$ cat src/sv/cppm_pkg.sv
// Package with the palette, register indexes and shared types of the pixel mapper.
package cppm_pkg;

  localparam int PAL_SIZE = 7;
  localparam int IDX_W = 3;
  localparam int REG_IDX_W = 3;
  localparam int CFG_DATA_W = 16;
  localparam int COORD_W = 16;
  localparam int PANEL_W = 12;
  localparam int PIPE_DEPTH = 5;

  typedef logic [7:0] chan_t;
  typedef logic [IDX_W-1:0] pal_idx_t;
  typedef logic [18:0] dist_t;

  localparam logic [REG_IDX_W-1:0] REG_DRAW_EN = 3'd0;
  localparam logic [REG_IDX_W-1:0] REG_IMG_W = 3'd1;
  localparam logic [REG_IDX_W-1:0] REG_IMG_H = 3'd2;
  localparam logic [REG_IDX_W-1:0] REG_PANEL_W = 3'd3;
  localparam logic [REG_IDX_W-1:0] REG_PANEL_H = 3'd4;

  localparam logic [PANEL_W-1:0] PANEL_W_RESET = 12'd800;
  localparam logic [PANEL_W-1:0] PANEL_H_RESET = 12'd480;

  // Palette entries: black, white, red, yellow, orange, green, blue.
  localparam chan_t PAL_R [PAL_SIZE] = '{8'd0, 8'd255, 8'd200, 8'd255, 8'd255, 8'd0, 8'd0};
  localparam chan_t PAL_G [PAL_SIZE] = '{8'd0, 8'd255, 8'd0, 8'd255, 8'd128, 8'd180, 8'd0};
  localparam chan_t PAL_B [PAL_SIZE] = '{8'd0, 8'd255, 8'd0, 8'd0, 8'd0, 8'd0, 8'd200};

  localparam pal_idx_t PAL_LAST = pal_idx_t'(PAL_SIZE - 1);

endpackage

$ cat src/sv/centered_palette_pixel_mapper.sv
// Top level of the centered palette pixel mapper: placement and nearest-color pipeline.
//
//  channel   direction  handshake            payload
//  --------  ---------  -------------------  ---------------------------------------
//  pixel     in         start / busy         pixel_x, pixel_y, red, green, blue
//  result    out        done strobe          panel_x, panel_y, palette_index
//  config    in         wr_en                wr_index, wr_data
//
// One pixel is accepted every clock cycle; busy never rises. A result passes through
// the operand and offset stage, square stage, weighted sum stage, first compare stage
// and final compare stage. A pixel that misses the image or the panel or arrives while
// drawing is disabled gives no done pulse. Synchronous reset clears the valid bits and
// returns the registers to their reset values.
module centered_palette_pixel_mapper
  import cppm_pkg::*;
(
  input  logic                  clk,
  input  logic                  rst,
  input  logic                  start,
  output logic                  busy,
  input  logic [COORD_W-1:0]    pixel_x,
  input  logic [COORD_W-1:0]    pixel_y,
  input  logic [7:0]            red,
  input  logic [7:0]            green,
  input  logic [7:0]            blue,
  input  logic                  wr_en,
  input  logic [REG_IDX_W-1:0]  wr_index,
  input  logic [CFG_DATA_W-1:0] wr_data,
  output logic                  done,
  output logic [PANEL_W-1:0]    panel_x,
  output logic [PANEL_W-1:0]    panel_y,
  output logic [IDX_W-1:0]      palette_index
);

  function automatic chan_t abs_diff(input chan_t a, input chan_t b);
    abs_diff = (a > b) ? chan_t'(a - b) : chan_t'(b - a);
  endfunction

  logic                 drawing_enabled;
  logic [COORD_W-1:0]   image_width;
  logic [COORD_W-1:0]   image_height;
  logic [PANEL_W-1:0]   panel_width;
  logic [PANEL_W-1:0]   panel_height;

  always_ff @(posedge clk) begin
    if (rst) begin
      drawing_enabled <= 1'b0;
      image_width     <= '0;
      image_height    <= '0;
      panel_width     <= PANEL_W_RESET;
      panel_height    <= PANEL_H_RESET;
    end else if (wr_en) begin
      case (wr_index)
        REG_DRAW_EN: drawing_enabled <= wr_data[0];
        REG_IMG_W:   image_width     <= wr_data;
        REG_IMG_H:   image_height    <= wr_data;
        REG_PANEL_W: panel_width     <= wr_data[PANEL_W-1:0];
        REG_PANEL_H: panel_height    <= wr_data[PANEL_W-1:0];
        default: ;
      endcase
    end
  end

  assign busy = 1'b0;

  // Stage 1: image bounds, centering offsets and per-entry channel distances.
  logic [COORD_W-1:0]  span_x, span_y;
  logic [PANEL_W-2:0]  off_x, off_y;
  logic                in_image;

  always_comb begin
    span_x = {{(COORD_W-PANEL_W){1'b0}}, panel_width} - image_width;
    span_y = {{(COORD_W-PANEL_W){1'b0}}, panel_height} - image_height;
    off_x = ({{(COORD_W-PANEL_W){1'b0}}, panel_width} > image_width) ?
            span_x[PANEL_W-1:1] : '0;
    off_y = ({{(COORD_W-PANEL_W){1'b0}}, panel_height} > image_height) ?
            span_y[PANEL_W-1:1] : '0;
    in_image = drawing_enabled && (pixel_x < image_width) && (pixel_y < image_height);
  end

  logic               s1_valid;
  logic [COORD_W-1:0] s1_x, s1_y;
  logic [PANEL_W-2:0] s1_off_x, s1_off_y;
  chan_t              s1_dr [PAL_SIZE];
  chan_t              s1_dg [PAL_SIZE];
  chan_t              s1_db [PAL_SIZE];

  always_ff @(posedge clk) begin
    if (rst) begin
      s1_valid <= 1'b0;
    end else begin
      s1_valid <= start && !busy && in_image;
    end
  end

  always_ff @(posedge clk) begin
    s1_x     <= pixel_x;
    s1_y     <= pixel_y;
    s1_off_x <= off_x;
    s1_off_y <= off_y;
    for (int i = 0; i < PAL_SIZE; i++) begin
      s1_dr[i] <= abs_diff(red, PAL_R[i]);
      s1_dg[i] <= abs_diff(green, PAL_G[i]);
      s1_db[i] <= abs_diff(blue, PAL_B[i]);
    end
  end

  // Stage 2: placed position, panel bounds and squared channel distances.
  logic [COORD_W:0] pos_x, pos_y;
  logic             on_panel;

  always_comb begin
    pos_x = {1'b0, s1_x} + {{(COORD_W-PANEL_W+2){1'b0}}, s1_off_x};
    pos_y = {1'b0, s1_y} + {{(COORD_W-PANEL_W+2){1'b0}}, s1_off_y};
    on_panel = (pos_x < {{(COORD_W-PANEL_W+1){1'b0}}, panel_width}) &&
               (pos_y < {{(COORD_W-PANEL_W+1){1'b0}}, panel_height});
  end

  logic               s2_valid;
  logic [PANEL_W-1:0] s2_px, s2_py;
  logic [15:0]        s2_sr [PAL_SIZE];
  logic [15:0]        s2_sg [PAL_SIZE];
  logic [15:0]        s2_sb [PAL_SIZE];

  always_ff @(posedge clk) begin
    if (rst) begin
      s2_valid <= 1'b0;
    end else begin
      s2_valid <= s1_valid && on_panel;
    end
  end

  always_ff @(posedge clk) begin
    s2_px <= pos_x[PANEL_W-1:0];
    s2_py <= pos_y[PANEL_W-1:0];
    for (int i = 0; i < PAL_SIZE; i++) begin
      s2_sr[i] <= {8'd0, s1_dr[i]} * {8'd0, s1_dr[i]};
      s2_sg[i] <= {8'd0, s1_dg[i]} * {8'd0, s1_dg[i]};
      s2_sb[i] <= {8'd0, s1_db[i]} * {8'd0, s1_db[i]};
    end
  end

  // Stage 3: weighted distance 2*dR^2 + 4*dG^2 + dB^2 for every entry.
  logic               s3_valid;
  logic [PANEL_W-1:0] s3_px, s3_py;
  dist_t              s3_dist [PAL_SIZE];

  always_ff @(posedge clk) begin
    if (rst) begin
      s3_valid <= 1'b0;
    end else begin
      s3_valid <= s2_valid;
    end
  end

  always_ff @(posedge clk) begin
    s3_px <= s2_px;
    s3_py <= s2_py;
    for (int i = 0; i < PAL_SIZE; i++) begin
      s3_dist[i] <= {2'b00, s2_sr[i], 1'b0} + {1'b0, s2_sg[i], 2'b00} +
                    {3'b000, s2_sb[i]};
    end
  end

  // Stage 4: first level of the minimum tree. The later entry of a pair wins only
  // when strictly closer, so ties keep the lower index all the way up.
  logic               s4_valid;
  logic [PANEL_W-1:0] s4_px, s4_py;
  dist_t              s4_dist [4];
  pal_idx_t           s4_idx [4];

  always_ff @(posedge clk) begin
    if (rst) begin
      s4_valid <= 1'b0;
    end else begin
      s4_valid <= s3_valid;
    end
  end

  always_ff @(posedge clk) begin
    s4_px <= s3_px;
    s4_py <= s3_py;
    for (int p = 0; p < 3; p++) begin
      if (s3_dist[2*p+1] < s3_dist[2*p]) begin
        s4_dist[p] <= s3_dist[2*p+1];
        s4_idx[p]  <= pal_idx_t'(2*p+1);
      end else begin
        s4_dist[p] <= s3_dist[2*p];
        s4_idx[p]  <= pal_idx_t'(2*p);
      end
    end
    s4_dist[3] <= s3_dist[PAL_SIZE-1];
    s4_idx[3]  <= PAL_LAST;
  end

  // Stage 5: last two tree levels and the output register.
  dist_t    lo_dist, hi_dist;
  pal_idx_t lo_idx, hi_idx, best_idx;

  always_comb begin
    lo_dist = (s4_dist[1] < s4_dist[0]) ? s4_dist[1] : s4_dist[0];
    lo_idx  = (s4_dist[1] < s4_dist[0]) ? s4_idx[1] : s4_idx[0];
    hi_dist = (s4_dist[3] < s4_dist[2]) ? s4_dist[3] : s4_dist[2];
    hi_idx  = (s4_dist[3] < s4_dist[2]) ? s4_idx[3] : s4_idx[2];
    best_idx = (hi_dist < lo_dist) ? hi_idx : lo_idx;
  end

  always_ff @(posedge clk) begin
    if (rst) begin
      done <= 1'b0;
    end else begin
      done <= s4_valid;
    end
  end

  always_ff @(posedge clk) begin
    panel_x       <= s4_px;
    panel_y       <= s4_py;
    palette_index <= best_idx;
  end

endmodule

$ cat config.mk
export PLATFORM = sky130hd
export DESIGN_NAME = centered_palette_pixel_mapper
export DESIGN_NICKNAME = d
export VERILOG_FILES = /design/src/sv/cppm_pkg.sv /design/src/sv/centered_palette_pixel_mapper.sv
export SDC_FILE = /design/constraint.sdc
export NUM_CORES = 2
export LEC_CHECK = 0
export BUFFER_PORTS_ARGS = -buffer_cell sky130_fd_sc_hd__buf_2
export CAP_MARGIN = 5
export CORE_UTILIZATION = 40
export CTS_CLUSTER_DIAMETER = 60
export DETAILED_ROUTE_END_ITERATION = 10
export GPL_ROUTABILITY_DRIVEN = 0
export GPL_TIMING_DRIVEN = 1
export PLACE_DENSITY = 0.66
export SLEW_MARGIN = 25
export SYNTH_ARGS = -nofsm -noshare
export SYNTH_HDL_FRONTEND = slang
export SYNTH_SLANG_ARGS = --single-unit
$ cat constraint.sdc
create_clock -name clk -period 6.7 [get_ports clk]
set_input_delay 1.005 -clock clk [delete_from_list [all_inputs] [get_ports clk]]
set_output_delay 1.005 -clock clk [all_outputs]
set_load 0.02 [all_outputs]
; Yosys cells after proc, flatten, opt, wreduce, memory -nomap -nowiden
; Memories as Yosys holds them, arrays and structs flattened.
; Cells that the tools add are included.
[classes]
n_addsub = 35
mul = 21
n_lt_le_gt_ge = 22
eq_ne = 4
n_mux = 30
n_bitwise = 6
reduce_logical = 11
[ops]
columns = op, count
row1 = $mul 8x8->16, 21
row2 = $add 17x18->19, 7
row3 = $add 19x16->19, 7
row4 = $lt 19x19->1, 6
row5 = $mux 19, 5
row6 = $mux 8, 10
row7 = $gt 8x8->1 const B, 7
row8 = $sub 8x8->8 const A, 7
row9 = $sub 8x8->8 const B, 7
row10 = $add 16x11->17, 2
row11 = $lt 17x12->1, 2
row12 = $gt 12x16->1, 2
row13 = $lt 16x16->1, 2
row14 = $gt 8x1->1 const B, 3
row15 = $sub 1x8->8 const A, 3
row16 = $sub 12x12->12, 2
row17 = $mux 3, 6
row18 = $reduce_and 2->1, 5
row19 = $mux 1, 9
row20 = $eq 3x2->1 const B, 2
row21 = $or 1x1->1, 6
row22 = $logic_and 1x1->1, 5
row23 = $eq 3x1->1 const B, 1
row24 = $eq 3x3->1 const B, 1
row25 = $logic_not 3->1, 1
[word_totals]
ff_bits = 215
ram_bits = 725
inputBits = 79
output_inout_bits = 29
word_cells = 161
n_memories = 9
[memory_table]
columns = name, depth, width, read_ports, rd_clocked_by_memory_dff, write_ports, line_no
row1 = s3_dist, 7, 19, 7, 0, 7, centered_palette_pixel_mapper.sv:146  ; dist_t s3_dist [PAL_SIZE];
row2 = s2_sb, 7, 16, 7, 0, 7, centered_palette_pixel_mapper.sv:123  ; logic [15:0] s2_sb [PAL_SIZE];
row3 = s2_sg, 7, 16, 7, 0, 7, centered_palette_pixel_mapper.sv:122  ; logic [15:0] s2_sg [PAL_SIZE];
row4 = s2_sr, 7, 16, 7, 0, 7, centered_palette_pixel_mapper.sv:121  ; logic [15:0] s2_sr [PAL_SIZE];
row5 = s4_dist, 4, 19, 4, 0, 4, centered_palette_pixel_mapper.sv:169  ; dist_t s4_dist [4];
row6 = s1_db, 7, 8, 7, 0, 7, centered_palette_pixel_mapper.sv:86  ; chan_t s1_db [PAL_SIZE];
row7 = +3 memories, -, -, -, -, -, -

; Longest topological paths before layout
; An unclocked memory read counts as a cell.
[depth]
word_depth = 5
mapped_depth = 19
ltp_nobuf = 19

; Least setup slack after synthesis
; No wires, ideal clock.
[synth_path]
kind = flip-flop to flip-flop
startpoint = memory s1_db[5][5] in the netlist's numbering
endpoint = memory s2_sb[0][15]
setup_ns = 0.118
arrival_ns = 4.431
t_required_ns = 6.582
slack_ns = 2.150
path_stages_with_launch = 17
path_buffers = 1
synth_period_minus_slack_ns = 4.550
path_cell_list = dfxtp_1 -> clkbuf_1 -> inv_1 -> nor2_1 -> fa_1 -> fa_1 -> inv_1 -> fa_1 -> fa_1 -> inv_1 -> ha_1 -> o21a_1 -> o311a_1 -> o21a_1 -> o21a_1 -> o41a_1 -> xnor2_1
[synth_lines]
columns = element, line_no
row1 = from (decl), centered_palette_pixel_mapper.sv:86
row2 = to (decl), centered_palette_pixel_mapper.sv:123

==> flow_summary.yaml <==
placement:
  io_buffers: 106
  hpwl_um: 78700
power:
  combPwrFrac: 0.606
  power.share.switching: 0.440
  powerDensity_nw_per_um2: 570
  clkPwrFrac: 0.159
  peakVddDrop_v: 0.000378
  power.total_uw: 27700
  leakage_uw: 0.0235
  seqPwrFrac: 0.235
  p_switching_uw: 12200
  intPower_uw: 15500
synthesis:
  ys_ff_latch: 635
  ys.warnings.count: 0
  synth_area_per_cell_um2: 9.74
  yosysSeqAreaShare: 0.290
  synth_edf_count: 0
  netlist_area_um2: 43800
  synth_cell_types: 71
  synthCells: 4498
  synth_flop_cell: "dfxtp_1"
  async_flop_share: 0
setup_path:
  crit_type: "reg -> reg"
  critical_path_required_ns: 7.21
  start_kind: "register"
  cp-end-kind: "register"
  cp.arrival_ns: 5.71
  critPathMaxFanout: 28
job:
  cap_viol_max_count: 0
grt:
  antenna_found_initial: 9
  grt_pass1_wl_um: 156000
  grt_max_degree: 63
  grt_use_total: 0.176
  grt-ovfl-total: 0
  grt_pass1_vias: 30600
  grt_busiest_layer: "met2"
  met2_usage: 0.303
  use_met3: 0.0209
  use_met1: 0.223
floorplan:
  num_io_pins: 108
  die_y_um: 333
  num_rows: 121
  start_util: 0.403
  die_w_um: 333
  core_um2: 109000
  die_area_um2: 111000
finish:
  multi_input_area_um2: 28300
  drive_gt1_frac: 0.0782
  seq_area_um2: 12700
  area_growth_pct: 11.1
  fillers: 10300
  nets: 5671
timing:
  hold_violations: 0
  setup-violations-final: 0
  setup_tns_ns: 0
  fmax_ghz: 0.192
  min_period_ns: 5.20
  drv_slew: 0
  post-route-period-util: 0.776
  tightest_slew_ns: 0.973
  max_slew_margin: 0.343
  rsz0062_at_grt: "false"
  skew_ns: 0.0473
routing:
  drtIter0Drc: 1278
  via_count: 30000
  first_pass_iters: 5
  ant_nets: 0
  via_per_inst: 4.93
  drc: 0
  wl_um: 95500
  avgRoutedWirePerCell_um: 15.7
clock_network:
  cts-buffers-inserted: 79
  cts_setup_buffers: 0
  ctsResizeCount: 0
  cts_buffer_depth: 3
  ctsHoldBuffers: 0
  path_clk_slew_ns: 0.06
  cts_root_buf: "clkbuf_16"
  insertion_delay_ns: 0.66
  h-tree-depth: 3
  cts_num_sinks: 635
  cts_tree: "yes"
hold_path:
  worstHoldPathType: "reg -> reg"
outcome:
  status: "completed"
[power groups by stage]
| stage | combinational [uW] | clock [uW] | sequential, uW |
|---|---|---|---|
| global route | 18900 | 4690 | 6640 |
| CTS | 16800 | 4520 | 6540 |
| floorplan | 12700 | 0 | 6040 |
| detailed placement | 16600 | 0 | 6610 |
| finish | 16800 | 4420 | 6520 |
| global placement | 16300 | 0 | 6580 |
[cell families (layout without fill, tap and decap cells)]
group                      count (synthesis)  count (layout)  share of synthesized area
and+or+nand+nor                         1053            1053                      0.118
adders and majority gates                978             978                      0.340
buffers and inverters                    761             935                     0.0656
AOI/OAI and AO/OA                        661             661                     0.0985
DFF                                      635             635                      0.290
xor gates and xnor gates                 296             296                     0.0592
muxes                                    112             112                     0.0284
other                                      2              12                   0.000171
[registers in the layout, indices dropped and copies added (netlist names), 16 cells and up]
| signal | cells |
|---|---|
| image_width | 16 |
| s2_sb | 44 |
| s2_sg | 58 |
| s2_sr | 44 |
| s1_x | 16 |
| s1_dr | 23 |
| s4_dist | 76 |
| s1_db | 23 |
| s1_y | 16 |
| image_height | 16 |
| s1_dg | 30 |
| s3_dist | 119 |
[metrics by stage]
step                instance area, um^2  utilization  hold slack, ns  std cells  setup slack, ns
floorplan                         43800            -           0.310       4505             2.15
global placement                  45800        0.422           0.310       5946             1.58
detailed placement                45800        0.422           0.312       5947             1.53
CTS                               48600        0.447           0.323       6093             1.48
global route                      48600        0.448           0.319       6095             1.13
finish                            48600        0.448           0.314       6096             1.50
[worst max-delay path, stage by stage (launching register included)]
cell and delay, ns:
dfxtp_1 0.90, and2_1 0.29, inv_1 0.07, fa_1 0.40, fa_1 0.48, inv_1 0.04
ha_1 0.26, inv_1 0.05, fa_1 0.53, inv_1 0.05, ha_1 0.32, a21o_1 0.19
a21oi_1 0.21, nor2b_1 0.08, o21a_1 0.18, o311a_1 0.30, o21a_1 0.18, o21a_1 0.18
o21ba_2 0.21, xnor2_1 0.11
[cell usage after synthesis, types with 14 or more instances]
cell type | instances | share of area
or3_1 | 18 | 0.0026
clkbuf_1 | 78 | 0.0067
o21a_1 | 87 | 0.015
xnor2_1 | 233 | 0.047
nor2_1 | 206 | 0.018
inv_1 | 676 | 0.058
xor2_1 | 63 | 0.013
a21oi_1 | 232 | 0.027
o21bai_1 | 14 | 0.0024
nand2b_1 | 42 | 0.0060
and2_1 | 172 | 0.025
o311a_1 | 19 | 0.0043
nand4_1 | 22 | 0.0031
nand2_1 | 322 | 0.028
fa_1 | 351 | 0.16
mux2_2 | 66 | 0.017
a211oi_1 | 15 | 0.0026
nor3_1 | 76 | 0.0087
a21o_1 | 73 | 0.013
or2_2 | 31 | 0.0044
nor2b_1 | 85 | 0.012
nand3_1 | 25 | 0.0029
ha_1 | 627 | 0.18
mux2i_1 | 38 | 0.0087
o21ai_0 | 105 | 0.012
and3_1 | 22 | 0.0031
dfxtp_1 | 635 | 0.29
o211ai_1 | 16 | 0.0027
[cell type report]
type | instances | area share
tap | 1414 | 0.0364
timing repair buffer | 110 | 0.0117
clock inverter | 47 | 0.0138
clock buffer | 99 | 0.0436
multi-input combinational | 3109 | 0.581
inverter | 679 | 0.0524
antenna | 3 | 0.000154
sequential | 635 | 0.261
[path summary, 6_finish.rpt]
check	start	end	slack (ns)	cells past startpoint
worst max-delay path	s1_dg[4][0]	s2_sg[6][15]	1.50	19
worst min-delay path	s2_py[3]	s3_py[3]	0.31	0
worst max register to register	s1_dg[4][0]	s2_sg[6][15]	1.50	19
worst min register to register	s2_py[3]	s3_py[3]	0.31	0
[cell usage in the layout, fill, tap and decap left out, types with 10 or more instances in the layout]
cell type | netlist | final
inv_1 | 676 | 676
dfxtp_1 | 635 | 635
ha_1 | 627 | 627
fa_1 | 351 | 351
nand2_1 | 322 | 322
xnor2_1 | 233 | 233
a21oi_1 | 232 | 231
nor2_1 | 206 | 204
and2_1 | 172 | 172
o21ai_0 | 105 | 105
buf_2 | 0 | 105
o21a_1 | 87 | 87
nor2b_1 | 85 | 85
clkbuf_16 | 0 | 79
nor3_1 | 76 | 75
a21o_1 | 73 | 73
mux2_2 | 66 | 66
xor2_1 | 63 | 63
nand2b_1 | 42 | 42
mux2i_1 | 38 | 38
or2_2 | 31 | 31
nand3_1 | 25 | 25
and3_1 | 22 | 22
nand4_1 | 22 | 22
o311a_1 | 19 | 19
or3_1 | 18 | 18
o211ai_1 | 16 | 16
a211oi_1 | 15 | 15
o21bai_1 | 14 | 14
clkbuf_1 | 78 | 13
clkinv_2 | 0 | 13
o41a_1 | 10 | 10
nor4_1 | 10 | 10
o31ai_1 | 10 | 10
[metal layers]
metal / wire length (um) / vias up
met3: 3670 / 172
met2: 46100 / 509
met4: 3630 / 0
met5: 0 / -
li1: - / 15000
met1: 42100 / 14400
Note: power is estimated with default switching activity, not from simulation.
